==> src/hw/rtl/fys_pkg.sv <==
package fys_pkg;

    // fixed field widths
    localparam int RAND_W  = 31;
    localparam int FIELD_W = 6;
    localparam int CFG_W   = 7;

    // deck size after reset
    localparam int DECK_RST = 52;

    // one remainder bit per dividend bit
    localparam int DIV_STEPS = RAND_W;
    localparam int DIV_CNT_W = $clog2(DIV_STEPS);

    typedef logic [RAND_W-1:0]  t_rand_word;
    typedef logic [FIELD_W-1:0] t_field;
    typedef logic [CFG_W-1:0]   t_cfg_word;

endpackage

==> src/hw/rtl/fys_ifs.sv <==
interface fys_rand_if;
    logic                valid;
    logic                ready;
    fys_pkg::t_rand_word random_word;

    modport source (output valid, output random_word, input ready);
    modport sink   (input valid, input random_word, output ready);
endinterface

interface fys_res_if;
    logic            valid;
    logic            ready;
    fys_pkg::t_field position;
    fys_pkg::t_field entry;
    logic            last;

    modport source (output valid, output position, output entry, output last, input ready);
    modport sink   (input valid, input position, input entry, input last, output ready);
endinterface

interface fys_cfg_if;
    logic               valid;
    logic               ready;
    fys_pkg::t_cfg_word deck_size;

    modport source (output valid, output deck_size, input ready);
    modport sink   (input valid, input deck_size, output ready);
endinterface

==> src/hw/rtl/fys_ram.sv <==
module fys_ram #(
    parameter int WIDTH = 6,
    parameter int DEPTH = 64
) (
    input  logic                     i_clk,
    input  logic                     i_we,
    input  logic [$clog2(DEPTH)-1:0] i_waddr,
    input  logic [WIDTH-1:0]         i_wdata,
    input  logic [$clog2(DEPTH)-1:0] i_raddr,
    output logic [WIDTH-1:0]         o_rdata
);

    logic [WIDTH-1:0] r_mem [DEPTH];
    logic [WIDTH-1:0] r_rdata;

    always_ff @(posedge i_clk) begin
        if (i_we) begin
            r_mem[i_waddr] <= i_wdata;
        end
        r_rdata <= r_mem[i_raddr];
    end

    assign o_rdata = r_rdata;

endmodule

==> src/hw/rtl/fys_mod.sv <==
// restoring remainder, one dividend bit per cycle
module fys_mod #(
    parameter int REM_W = 6
) (
    input  logic                i_clk,
    input  logic                i_rst_n,
    input  logic                i_start,
    input  fys_pkg::t_rand_word i_dividend,
    input  logic [REM_W:0]      i_divisor,
    output logic                o_done,
    output logic [REM_W-1:0]    o_rem
);

    logic                         r_busy;
    logic                         r_done;
    logic [fys_pkg::DIV_CNT_W-1:0] r_cnt;
    fys_pkg::t_rand_word          r_dvd;
    logic [REM_W-1:0]             r_rem;
    logic [REM_W:0]               w_shift;
    logic [REM_W-1:0]             n_rem;

    always_comb begin
        w_shift = {r_rem, r_dvd[fys_pkg::RAND_W-1]};
        if (w_shift >= i_divisor) begin
            n_rem = REM_W'(w_shift - i_divisor);
        end else begin
            n_rem = REM_W'(w_shift);
        end
    end

    always_ff @(posedge i_clk) begin
        if (!i_rst_n) begin
            r_busy <= 1'b0;
            r_done <= 1'b0;
            r_cnt  <= '0;
        end else if (i_start) begin
            r_busy <= 1'b1;
            r_done <= 1'b0;
            r_cnt  <= '0;
        end else if (r_busy) begin
            r_cnt <= r_cnt + 1'b1;
            if (r_cnt == fys_pkg::DIV_CNT_W'(fys_pkg::DIV_STEPS - 1)) begin
                r_busy <= 1'b0;
                r_done <= 1'b1;
            end
        end else begin
            r_done <= 1'b0;
        end
    end

    always_ff @(posedge i_clk) begin
        if (i_start) begin
            r_dvd <= i_dividend;
            r_rem <= '0;
        end else if (r_busy) begin
            r_dvd <= {r_dvd[fys_pkg::RAND_W-2:0], 1'b0};
            r_rem <= n_rem;
        end
    end

    assign o_done = r_done;
    assign o_rem  = r_rem;

endmodule

==> src/hw/rtl/fisher_yates_shuffle_engine.sv <==
// channel   dir  modport        payload                       request meaning
// i_rand    in   sink           random_word[30:0]             one swap step
// o_res     out  source         position[5:0] entry[5:0] last one store entry
// i_cfg     in   sink           deck_size[6:0]                set size, restart round
//
// one swap step: accept, then the bit-serial remainder unit (31 shifts and
// its done flag), then the states S_RD_J, S_WR_I and S_WR_J on the store,
// which has one write port and one read port
// a round end emits n results, each through S_EM_RD, S_EM_LD and S_EM_WAIT, which waits out any output stall
// reset (synchronous, active low) leaves deck size 52 and the identity order
// the store needs no clearing pass: per-entry valid bits give the identity
// i_rand and i_cfg are not ready while a step or the emit sequence is under way
// a waiting size write holds off i_rand in the idle state
module fisher_yates_shuffle_engine #(
    parameter int MAX_ENTRIES = 64
) (
    input  logic      i_clk,
    input  logic      i_rst_n,
    fys_rand_if.sink  i_rand,
    fys_res_if.source o_res,
    fys_cfg_if.sink   i_cfg
);

    localparam int IDX_W = $clog2(MAX_ENTRIES);
    localparam int NW    = IDX_W + 1;
    localparam int DECK_RST_SAT =
        (fys_pkg::DECK_RST > MAX_ENTRIES) ? MAX_ENTRIES : fys_pkg::DECK_RST;

    typedef enum logic [2:0] {
        S_IDLE,
        S_DIV,
        S_RD_J,
        S_WR_I,
        S_WR_J,
        S_EM_RD,
        S_EM_LD,
        S_EM_WAIT
    } t_state;

    t_state                 r_state;
    logic [NW-1:0]          r_n;          // effective deck size
    logic [IDX_W-1:0]       r_step;       // current swap index i
    logic [IDX_W-1:0]       r_j;
    logic [IDX_W-1:0]       r_vi;         // entry read from position i
    logic [IDX_W-1:0]       r_k;          // emit position
    logic [MAX_ENTRIES-1:0] r_vld;        // entry written since restart
    logic [IDX_W-1:0]       r_rd_addr;
    logic                   r_out_valid;
    fys_pkg::t_field        r_out_pos;
    fys_pkg::t_field        r_out_entry;
    logic                   r_out_last;

    logic                   w_accept;
    logic                   w_cfg_wr;
    logic                   w_div_done;
    logic [IDX_W-1:0]       w_rem;
    logic [NW-1:0]          w_divisor;
    logic [NW-1:0]          n_n;
    logic [IDX_W-1:0]       w_rd_addr;
    logic [IDX_W-1:0]       w_rdata;
    logic [IDX_W-1:0]       w_rdval;      // store value with identity fallback
    logic                   w_we;
    logic [IDX_W-1:0]       w_waddr;
    logic [IDX_W-1:0]       w_wdata;
    logic                   w_step_last;
    logic                   w_emit_last;

    assign w_accept  = i_rand.valid && i_rand.ready;
    assign w_cfg_wr  = i_cfg.valid && i_cfg.ready;
    assign w_divisor = {1'b0, r_step} + 1'b1;

    // saturate the written size to 1..MAX_ENTRIES
    always_comb begin
        if (i_cfg.deck_size == '0) begin
            n_n = NW'(1);
        end else if (i_cfg.deck_size > fys_pkg::CFG_W'(MAX_ENTRIES)) begin
            n_n = NW'(MAX_ENTRIES);
        end else begin
            n_n = NW'(i_cfg.deck_size);
        end
    end

    assign w_step_last = (w_divisor == r_n);
    assign w_emit_last = (({1'b0, r_k} + 1'b1) == r_n);

    // store port control
    always_comb begin
        case (r_state)
            S_RD_J:  w_rd_addr = r_j;
            S_EM_RD: w_rd_addr = r_k;
            default: w_rd_addr = r_step;
        endcase
        w_we    = 1'b0;
        w_waddr = r_step;
        w_wdata = w_rdval;
        case (r_state)
            S_WR_I: begin
                w_we    = 1'b1;
                w_waddr = r_step;
                w_wdata = w_rdval;
            end
            S_WR_J: begin
                w_we    = 1'b1;
                w_waddr = r_j;
                w_wdata = r_vi;
            end
            default: begin
                w_we = 1'b0;
            end
        endcase
    end

    // an entry never written since restart still holds its own index
    assign w_rdval = r_vld[r_rd_addr] ? w_rdata : r_rd_addr;

    fys_mod #(
        .REM_W (IDX_W)
    ) u_mod (
        .i_clk      (i_clk),
        .i_rst_n    (i_rst_n),
        .i_start    (w_accept),
        .i_dividend (i_rand.random_word),
        .i_divisor  (w_divisor),
        .o_done     (w_div_done),
        .o_rem      (w_rem)
    );

    fys_ram #(
        .WIDTH (IDX_W),
        .DEPTH (MAX_ENTRIES)
    ) u_store (
        .i_clk   (i_clk),
        .i_we    (w_we),
        .i_waddr (w_waddr),
        .i_wdata (w_wdata),
        .i_raddr (w_rd_addr),
        .o_rdata (w_rdata)
    );

    always_ff @(posedge i_clk) begin
        r_rd_addr <= w_rd_addr;
    end

    // sequencer
    always_ff @(posedge i_clk) begin
        if (!i_rst_n) begin
            r_state     <= S_IDLE;
            r_n         <= NW'(DECK_RST_SAT);
            r_step      <= '0;
            r_k         <= '0;
            r_vld       <= '0;
            r_out_valid <= 1'b0;
        end else begin
            if (w_we) begin
                r_vld[w_waddr] <= 1'b1;
            end
            case (r_state)
                S_IDLE: begin
                    if (w_cfg_wr) begin
                        // any size write restarts the round
                        r_n    <= n_n;
                        r_step <= '0;
                        r_vld  <= '0;
                    end else if (w_accept) begin
                        r_state <= S_DIV;
                    end
                end
                S_DIV: begin
                    if (w_div_done) begin
                        r_j     <= w_rem;
                        r_vi    <= w_rdval;
                        r_state <= S_RD_J;
                    end
                end
                S_RD_J: begin
                    r_state <= S_WR_I;
                end
                S_WR_I: begin
                    r_state <= S_WR_J;
                end
                S_WR_J: begin
                    if (w_step_last) begin
                        r_k     <= '0;
                        r_state <= S_EM_RD;
                    end else begin
                        r_step  <= r_step + 1'b1;
                        r_state <= S_IDLE;
                    end
                end
                S_EM_RD: begin
                    r_state <= S_EM_LD;
                end
                S_EM_LD: begin
                    r_out_valid <= 1'b1;
                    r_out_pos   <= fys_pkg::FIELD_W'(r_k);
                    r_out_entry <= fys_pkg::FIELD_W'(w_rdval);
                    r_out_last  <= w_emit_last;
                    r_state     <= S_EM_WAIT;
                end
                S_EM_WAIT: begin
                    if (o_res.ready) begin
                        r_out_valid <= 1'b0;
                        if (r_out_last) begin
                            // round done: back to identity
                            r_step  <= '0;
                            r_vld   <= '0;
                            r_state <= S_IDLE;
                        end else begin
                            r_k     <= r_k + 1'b1;
                            r_state <= S_EM_RD;
                        end
                    end
                end
                default: begin
                    r_state <= S_IDLE;
                end
            endcase
        end
    end

    // size writes only land between steps, and win over a swap request
    assign i_rand.ready   = (r_state == S_IDLE) && !i_cfg.valid;
    assign i_cfg.ready    = (r_state == S_IDLE);
    assign o_res.valid    = r_out_valid;
    assign o_res.position = r_out_pos;
    assign o_res.entry    = r_out_entry;
    assign o_res.last     = r_out_last;

    // no new step while a result is pending
    a_ready_no_out: assert property (@(posedge i_clk) disable iff (!i_rst_n)
        i_rand.ready |-> !o_res.valid)
        else $error("input ready while a result is pending");

    // remainder unit finishes only while the sequencer waits for it
    a_div_done_state: assert property (@(posedge i_clk) disable iff (!i_rst_n)
        w_div_done |-> (r_state == S_DIV))
        else $error("remainder done outside divide state");

    // last flag marks exactly the final position of the round
    a_last_pos: assert property (@(posedge i_clk) disable iff (!i_rst_n)
        (o_res.valid && o_res.last) |-> (({1'b0, r_k} + 1'b1) == r_n))
        else $error("last flag on wrong position");

    // swaps never touch entries beyond the deck
    a_wr_in_deck: assert property (@(posedge i_clk) disable iff (!i_rst_n)
        w_we |-> ({1'b0, w_waddr} < r_n))
        else $error("store write beyond deck size");

endmodule
==> src/flat_wrapper.sv <==
// flat-port wrapper written by rule: the top's interface ports become plain ports
module fisher_yates_shuffle_engine_flat 
#(
    parameter int MAX_ENTRIES = 64
)
  (i_clk, i_rst_n, i_rand_valid, i_rand_random_word, i_rand_ready, o_res_valid, o_res_position, o_res_entry, o_res_last, o_res_ready, i_cfg_valid, i_cfg_deck_size, i_cfg_ready);
  fys_rand_if i_rand_i ();
  fys_res_if o_res_i ();
  fys_cfg_if i_cfg_i ();
  input  logic i_clk;
  input  logic i_rst_n;
  input wire logic [$bits(i_rand_i.valid)-1:0] i_rand_valid;
  input wire logic [$bits(i_rand_i.random_word)-1:0] i_rand_random_word;
  output wire logic [$bits(i_rand_i.ready)-1:0] i_rand_ready;
  output wire logic [$bits(o_res_i.valid)-1:0] o_res_valid;
  output wire logic [$bits(o_res_i.position)-1:0] o_res_position;
  output wire logic [$bits(o_res_i.entry)-1:0] o_res_entry;
  output wire logic [$bits(o_res_i.last)-1:0] o_res_last;
  input wire logic [$bits(o_res_i.ready)-1:0] o_res_ready;
  input wire logic [$bits(i_cfg_i.valid)-1:0] i_cfg_valid;
  input wire logic [$bits(i_cfg_i.deck_size)-1:0] i_cfg_deck_size;
  output wire logic [$bits(i_cfg_i.ready)-1:0] i_cfg_ready;
  assign i_rand_i.valid = i_rand_valid;
  assign i_rand_i.random_word = i_rand_random_word;
  assign i_rand_ready = i_rand_i.ready;
  assign o_res_valid = o_res_i.valid;
  assign o_res_position = o_res_i.position;
  assign o_res_entry = o_res_i.entry;
  assign o_res_last = o_res_i.last;
  assign o_res_i.ready = o_res_ready;
  assign i_cfg_i.valid = i_cfg_valid;
  assign i_cfg_i.deck_size = i_cfg_deck_size;
  assign i_cfg_ready = i_cfg_i.ready;
  fisher_yates_shuffle_engine #(.MAX_ENTRIES(MAX_ENTRIES)) u_core (.i_clk(i_clk), .i_rst_n(i_rst_n), .i_rand(i_rand_i), .o_res(o_res_i), .i_cfg(i_cfg_i));
endmodule
==> config.mk <==
export PLATFORM = sky130hd
export DESIGN_NAME = fisher_yates_shuffle_engine_flat
export DESIGN_NICKNAME = d
export VERILOG_FILES = /design/src/hw/rtl/fys_pkg.sv /design/src/hw/rtl/fys_ifs.sv /design/src/hw/rtl/fys_ram.sv /design/src/hw/rtl/fys_mod.sv /design/src/hw/rtl/fisher_yates_shuffle_engine.sv /design/src/flat_wrapper.sv
export SDC_FILE = /design/constraint.sdc
export NUM_CORES = 1
export LEC_CHECK = 0
export ABC_AREA = 1
export BUFFER_PORTS_ARGS = -buffer_cell sky130_fd_sc_hd__buf_2
export CAP_MARGIN = 20
export CORE_UTILIZATION = 57
export DETAILED_ROUTE_END_ITERATION = 7
export PLACE_DENSITY = 0.77
export SYNTH_ARGS = -nofsm -noshare
export SYNTH_HDL_FRONTEND = slang
export SYNTH_SLANG_ARGS = --single-unit
export TNS_END_PERCENT = 1
==> constraint.sdc <==
create_clock -name i_clk -period 2.71 [get_ports i_clk]
set_input_delay 0.271 -clock i_clk [delete_from_list [all_inputs] [get_ports i_clk]]
set_output_delay 0.271 -clock i_clk [all_outputs]
set_load 0.01 [all_outputs]
Word level (Yosys, flattened, before mapping)
Memory sizes are Yosys's and may differ from the RTL's. A register that Yosys moved wholly into a read port is not among the register bits.
Index checks and enable logic that the tools add are counted.

operators by class
  reductions and logical operators = 21
  multiplexer cells = 42
  eq/ne operators = 19
  magnitude comparators = 5
  bitwise logic cells = 3
  add/sub/neg operators = 6

operator list
  kind                 number
  $mux 64              4
  $pmux 64 s2          1
  $mux 6               11
  $or 64x64->64        1
  $mux 31              2
  $pmux 3 s8           1
  $pmux 6 s2           2
  $mux 3               6
  $pmux 6 s3           1
  $add 6x1->7 const B  2
  $eq 7x7->1           2
  $lt 6x7->1 const B   2
  $mux 7               2
  $ne 2x2->1 const B   7
  $add 6x1->6 const B  2
  $eq 3x3->1 const B   4
  $mux 1               9
  $reduce_and 4->1     2
  $ge 7x7->1           1
  $gt 7x7->1 const B   1
  $logic_not 7->1      1
  $bmux 1 s6           1
  $demux 1 s6          1
  $eq 3x2->1 const B   2
  18 further kinds     28

word-level totals
  bits in registers = 162
  memories = 1
  output and inout port bits = 16
  bits in writable memories = 384

memories
  name                  words  bits a word  rd ports  clocked after Yosys merged registers in  write ports  RTL line       source
  u_core.u_store.r_mem  64     6            1         1                                        1            fys_ram.sv:13  logic [WIDTH-1:0] r_mem [DEPTH];

Depth between registers and ports, before layout
  depth in word-level cells = 11
  mapped depth = 16
  gate-level depth less buffers = 14

Modules after synthesis
Synthesis repeated with hierarchy kept, for this count alone.

unflattened totals
  cell total of the unflattened synthesis = 2367
  area total of the unflattened synthesis = 23770.3 um^2

by module, submodules not included
  module                       area each (um^2)  times used  cells each  seq. area each (um^2)
  fys_ram                      15930.3           1           1376        11651.2
  fisher_yates_shuffle_engine  5549.1            1           721         2612.5
  fys_mod                      2290.9            1           270         1191.1

Worst setup path before layout
Ideal clock, no wire load.

  kind = register to register
  start point = register u_core.r_rd_addr[0]
  end point = memory u_core.u_store.r_mem[0][0], data pin
  stages on the path, launching flop included = 15
  period minus slack after synthesis = 2.765 ns
  required time = 2.355 ns
  arrival = 2.409 ns
  setup slack = -0.055 ns
  cells stage by stage = dfxtp_1 buf_2 inv_1 buf_2 nand2_1 nand3_1 nand3_1 nand2_1 nand2_1 nand2_1 o211ai_1 nand2_2 nand2_1 nand3_1 nand2_1

on the way
  word-level cells in the longest chain between the ends = 4

ends and longest elaborated chain
  what                                 RTL line                            source
  from (decl)                          fisher_yates_shuffle_engine.sv:47   logic [IDX_W-1:0] r_rd_addr;
  from (signal assigned)               fisher_yates_shuffle_engine.sv:141  r_rd_addr <= w_rd_addr;
  $bmux 1 s6                           fisher_yates_shuffle_engine.sv:114  assign w_rdval = r_vld[r_rd_addr] ? w_rdata : r_rd_addr;
  $mux 1 (implied by the code)         fisher_yates_shuffle_engine.sv:114
  $mux 6 (*)                           fisher_yates_shuffle_engine.sv:114
  $mux 6 (*)                           fisher_yates_shuffle_engine.sv:96   case (r_state)
  named net u_core.u_store.i_wdata[0]  fys_ram.sv:8                        input logic [WIDTH-1:0] i_wdata,
  to (decl)                            fys_ram.sv:13

Mark *: on every way through the listed nets, which the timed path passes. The rest lies on a longest branch. The select of a mux whose other input is x is not followed.

Worst setup path in the final report
  start point = register u_core.r_state[1]
  end point = register u_core.u_store.r_rdata[5], in the netlist u_core.u_store.o_rdata[5], read port of u_core.u_store.r_mem

on the way
  word-level cells in the longest chain between the ends = 2

ends and longest elaborated chain
  what                                      RTL line                            source
  from (decl)                               fisher_yates_shuffle_engine.sv:40   t_state r_state;
  from (signal assigned)                    fisher_yates_shuffle_engine.sv:147  r_state <= S_IDLE;
  from (signal assigned)                    fisher_yates_shuffle_engine.sv:165  r_state <= S_DIV;
  from (signal assigned)                    fisher_yates_shuffle_engine.sv:172  r_state <= S_RD_J;
  $eq 3x3->1 or $eq 3x2->1 (tied branches)  fisher_yates_shuffle_engine.sv:88   case (r_state)
  $pmux 6 s2 (*)                            fisher_yates_shuffle_engine.sv:88
  to (decl)                                 fys_ram.sv:14                       logic [WIDTH-1:0] r_rdata;

Every way passes the cells marked *; elsewhere a longest branch is shown, timed or not.
A chain may end at the register's enable or synchronous reset.

==> summary.md <==
| Metric | Value |
|---|---|
| Hold_ws | between 40 and 50 ps |
| Mapped cell area | about 25000 um^2 |
| Static Leak | ~12 nW |
| Core box area | 43400 um^2 |
| Total number of vias | 19600 |
| Drt via density | approximately 5.7 |
| CTS tree | done |
| Max_slew headroom | 0.552 |
| Max-cap viol count | 0 |
| Root Buffer | clkbuf_16 |
| Worst Setup Slack, final | -25.8 ps |
| Slew @ Worst Pin | around 670 ps |
| Mux cell area share after synthesis | 0 |
| Area share of fa/ha/maj cells after synthesis | 0.00626 |
| Die height | approximately 210 um |
| IO Pins | a little under 60 |
| Worst skew pair latency | a little over 600 ps |
| H-tree Lvls | 2 |
| Synth area leaders | edfxtp_1 (52%), dfxtp_1 (8.9%), nand3_1 (8.8%) |
| Cell taking the most area after synthesis | edfxtp_1 |
| Maximum VDD drop | around 0.00063 V |
| RSZ-0062 raised after global routing | true |
| WP depth | 12 |
| Simple-gate area share of the yosys netlist | 0.257 |
| Critical Path RT | 3190 ps |
| Iter 0 DRT Violations | 2197 |
| Critical Path, Cell by Cell | inv_2 -> nand3_2 -> nand2_2 -> o22ai_2 -> nor2_4 -> inv_2 -> buf_12 -> nand3_1 -> nand3_1 -> nand3_1 -> nand3_1 -> nand2_1 |
| CP max-delay cell | dfxtp_1 |
| Grt total ovfl | 0 |
| Routed WL per cell | about 19 um |
| Final setup viols | 1 |
| Complex-gate fraction of the synthesized area | 0.0171 |
| Fillers | between 3000 and 4000 |
| Placed cell area | 26700 um^2 |
| Syn_nets | 2737 |
| Vias in the first global route | about 19000 |
| Delay-heaviest family, CP | simple AND/OR/NAND/NOR gates |
| Final Hold Vio Count | 0 |
| Die area | roughly 45000 um^2 |
| Clk_skew | between 20 and 25 ps |
| Fmax | about 0.37 GHz |
| Yosys cell types | 44 |
| Initial Utilization | 0.580 |
| Flop pwr share | 0.488 |
| Reg clk slew, reported paths | 70 ps |
| Status | finished, violations left |
| Total GRT Usage | 0.300 |
| CP peak stage delay | 510 ps |
| Crit path top cell by count | nand3_1 |
| Synth warn | 0 |
| CP Capture Type | flop |
| Final net count | around 2900 |
| Initial antenna violation count | 0 |
| Yosys top cell area share | 0.525 |
| Clock Sink Count | between 500 and 600 |
| Cell count of the worst reg-to-reg path | 12 |
| Power per cell area | 684 nW/um^2 |
| Bufs and invs on worst path | 3 |
| Number of buffers created by CTS | 54 |
| Failing checks | negative setup slack |
| Fin. max-slew vios | 0 |
| Yosys reg bits | roughly 550 |
| Commonest non-fill, non-tap cell in the layout | nand2_1 |
| Net switching power | between 0.004 and 0.005 W |
| Synth Area in XOR/XNOR | 0.00731 |
| Detailed placement HPWL | between 40000 and 50000 um |
| Sw Share | 0.251 |
| Largest net degree at the start of global routing | 116 |
| Commonest non-fill, non-tap cells in the layout | nand2_1 (480), nand3_1 (442), edfxtp_1 (440), inv_1 (435), nor2_1 (244) |
| Area Growth Syn to Fin | 14.9% |
| Fin area | 28900 um^2 |
| Longest Clk Path Bufs | 3 |
| Avg Cell Area, Syn | 9.38 um^2 |
| Final WL | between 60000 and 70000 um |
| Worst Hold Class | input port to flop |
| DRC viols | 0 |
| Final Cycle Share | 1.01 |
| Worst-path fanout max | 25 |
| Clk pwr share | 0.391 |
| Combinational Power Share | 0.121 |
| GP Congestion | a little under 1 |
| Startpoint type of the worst setup path | flop |
| Row cnt | 76 |
| Crit path time final | around 2700 ps |
| Largest family of logic cells by synthesized area | simple AND/OR/NAND/NOR gates |
| First-pass GRT wire length | 103000 um |
| Antenna Violating Nets Remaining | 0 |
| Pre-CTS setup slack | 48.4 ps |
| Port Buffers | 58 |
| Share of cells above drive strength 1 | 0.122 |
| Critical path class | flop to flop |
| Hold path depth | 3 |
| Die X-Extent | around 210 um |
| DR pass1 iterations | 7 |
| Int Pwr | approximately 0.015 W |
| Sequential-to-total area share from yosys stat | 0.614 |
| CP arrival | between 3000 and 4000 ps |
| Synth Instances | roughly 2700 |
## metal layers
metal,routed length [um],track usage
met2,32300,0.495
met3,6090,0.0462
met5,0,0
met1,25700,0.392
met4,2600,0.140
## power by group through the flow
stage          registers [W]  logic, W  clock network (W)
2_1_floorplan        0.00979   0.00147                  0
3_3_place_gp         0.00982   0.00222                  0
3_5_place_dp         0.00983   0.00229                  0
4_1_cts              0.00965   0.00234            0.00779
5_1_grt              0.00966   0.00259            0.00809
6_report             0.00966   0.00239            0.00773
## registers in the layout (all words and copies together) (netlist names), 3 cells and up
| name | count |
|---|---|
| u_core.u_store.r_mem | 384 |
| u_core.r_vld | 64 |
| u_core.u_mod.r_dvd | 31 |
| u_core.r_n | 7 |
| u_core.o_res.entry | 6 |
| u_core.o_res.position | 6 |
| u_core.r_j | 6 |
| u_core.r_k | 6 |
| u_core.r_rd_addr | 6 |
| u_core.r_step | 6 |
| u_core.r_vi | 6 |
| u_core.u_mod.o_rem | 6 |
| u_core.u_store.o_rdata | 6 |
| u_core.u_mod.r_cnt | 5 |
| u_core.r_state | 3 |
## worst reg2reg max path, cell delays in order, from the launching register on
cell	delay [ps]
dfxtp_1	510
inv_2	120
nand3_2	180
nand2_2	110
o22ai_2	150
nor2_4	60
inv_2	490
buf_12	270
nand3_1	140
nand3_1	110
nand3_1	150
nand3_1	230
nand2_1	90
## area by class of cell
type / count / area, um^2 / share of cell area
well taps: 585 / 732 / 0.0253
multi-input cells: 1517 / 7330 / 0.253
diodes: 1 / 2.50 / 0.0000865
clock buffers: 78 / 1590 / 0.0548
repair buffers: 204 / 1820 / 0.0629
inverters: 468 / 1760 / 0.0609
clock inverters: 23 / 245 / 0.00848
flip-flops and latches: 552 / 15500 / 0.534
## cell families after synthesis
logic type      after synthesis
xor+xnor                     21
fa+ha+maj                    12
buf+inv                     613
flops                       552
simple gates               1410
compound gates               74
## stage by stage
| stage | setup TNS (ps) | std cells | total power, W | util |
|---|---|---|---|---|
| after floorplan | -10440 | 2682 | 0.0113 | - |
| after detailed placement | 0 | 3286 | 0.0121 | 0.615 |
| after global placement | 0 | 3286 | 0.0120 | 0.615 |
| final | -25.8 | 3428 | 0.0198 | 0.667 |
| after CTS | 0 | 3424 | 0.0198 | 0.666 |
| after global routing | -397 | 3427 | 0.0203 | 0.667 |
## cells in the mapped netlist (all sizes together)
cell,count
buf,95
inv,464
ha,11
nor2,285
o211ai,4
nand2,492
xor2,15
a211oi,3
edfxtp,440
nand4,167
a21oi,25
o221a,1
a221oi,1
nor3,4
fa,1
o22ai,5
dfxtp,112
and2,6
o2111ai,2
clkbuf,50
a21o,1
clkinv,4
or2,7
nand3,447
xnor2,6
o21ai,32
nor4,2
## path summary, 6_finish.rpt
check | from | end | slack [ps]
worst max-delay path | u_core.r_state[1] | u_core.u_store.o_rdata[5] | -30
worst min-delay path | i_rand_valid | u_core.u_mod.r_busy | 50
worst max register to register | u_core.r_state[1] | u_core.u_store.o_rdata[5] | -30
worst min register to register | u_core.r_vld[47] | u_core.r_vld[47] | 470
## timing repair
action,4_1_cts,5_1_grt
hold endpoints to repair,37,0
setup buffers,0,3
gates resized for setup,0,6
hold buffers,37,0
endpoints found under the setup margin,0,296
Power figures use the tool's default switching activity.
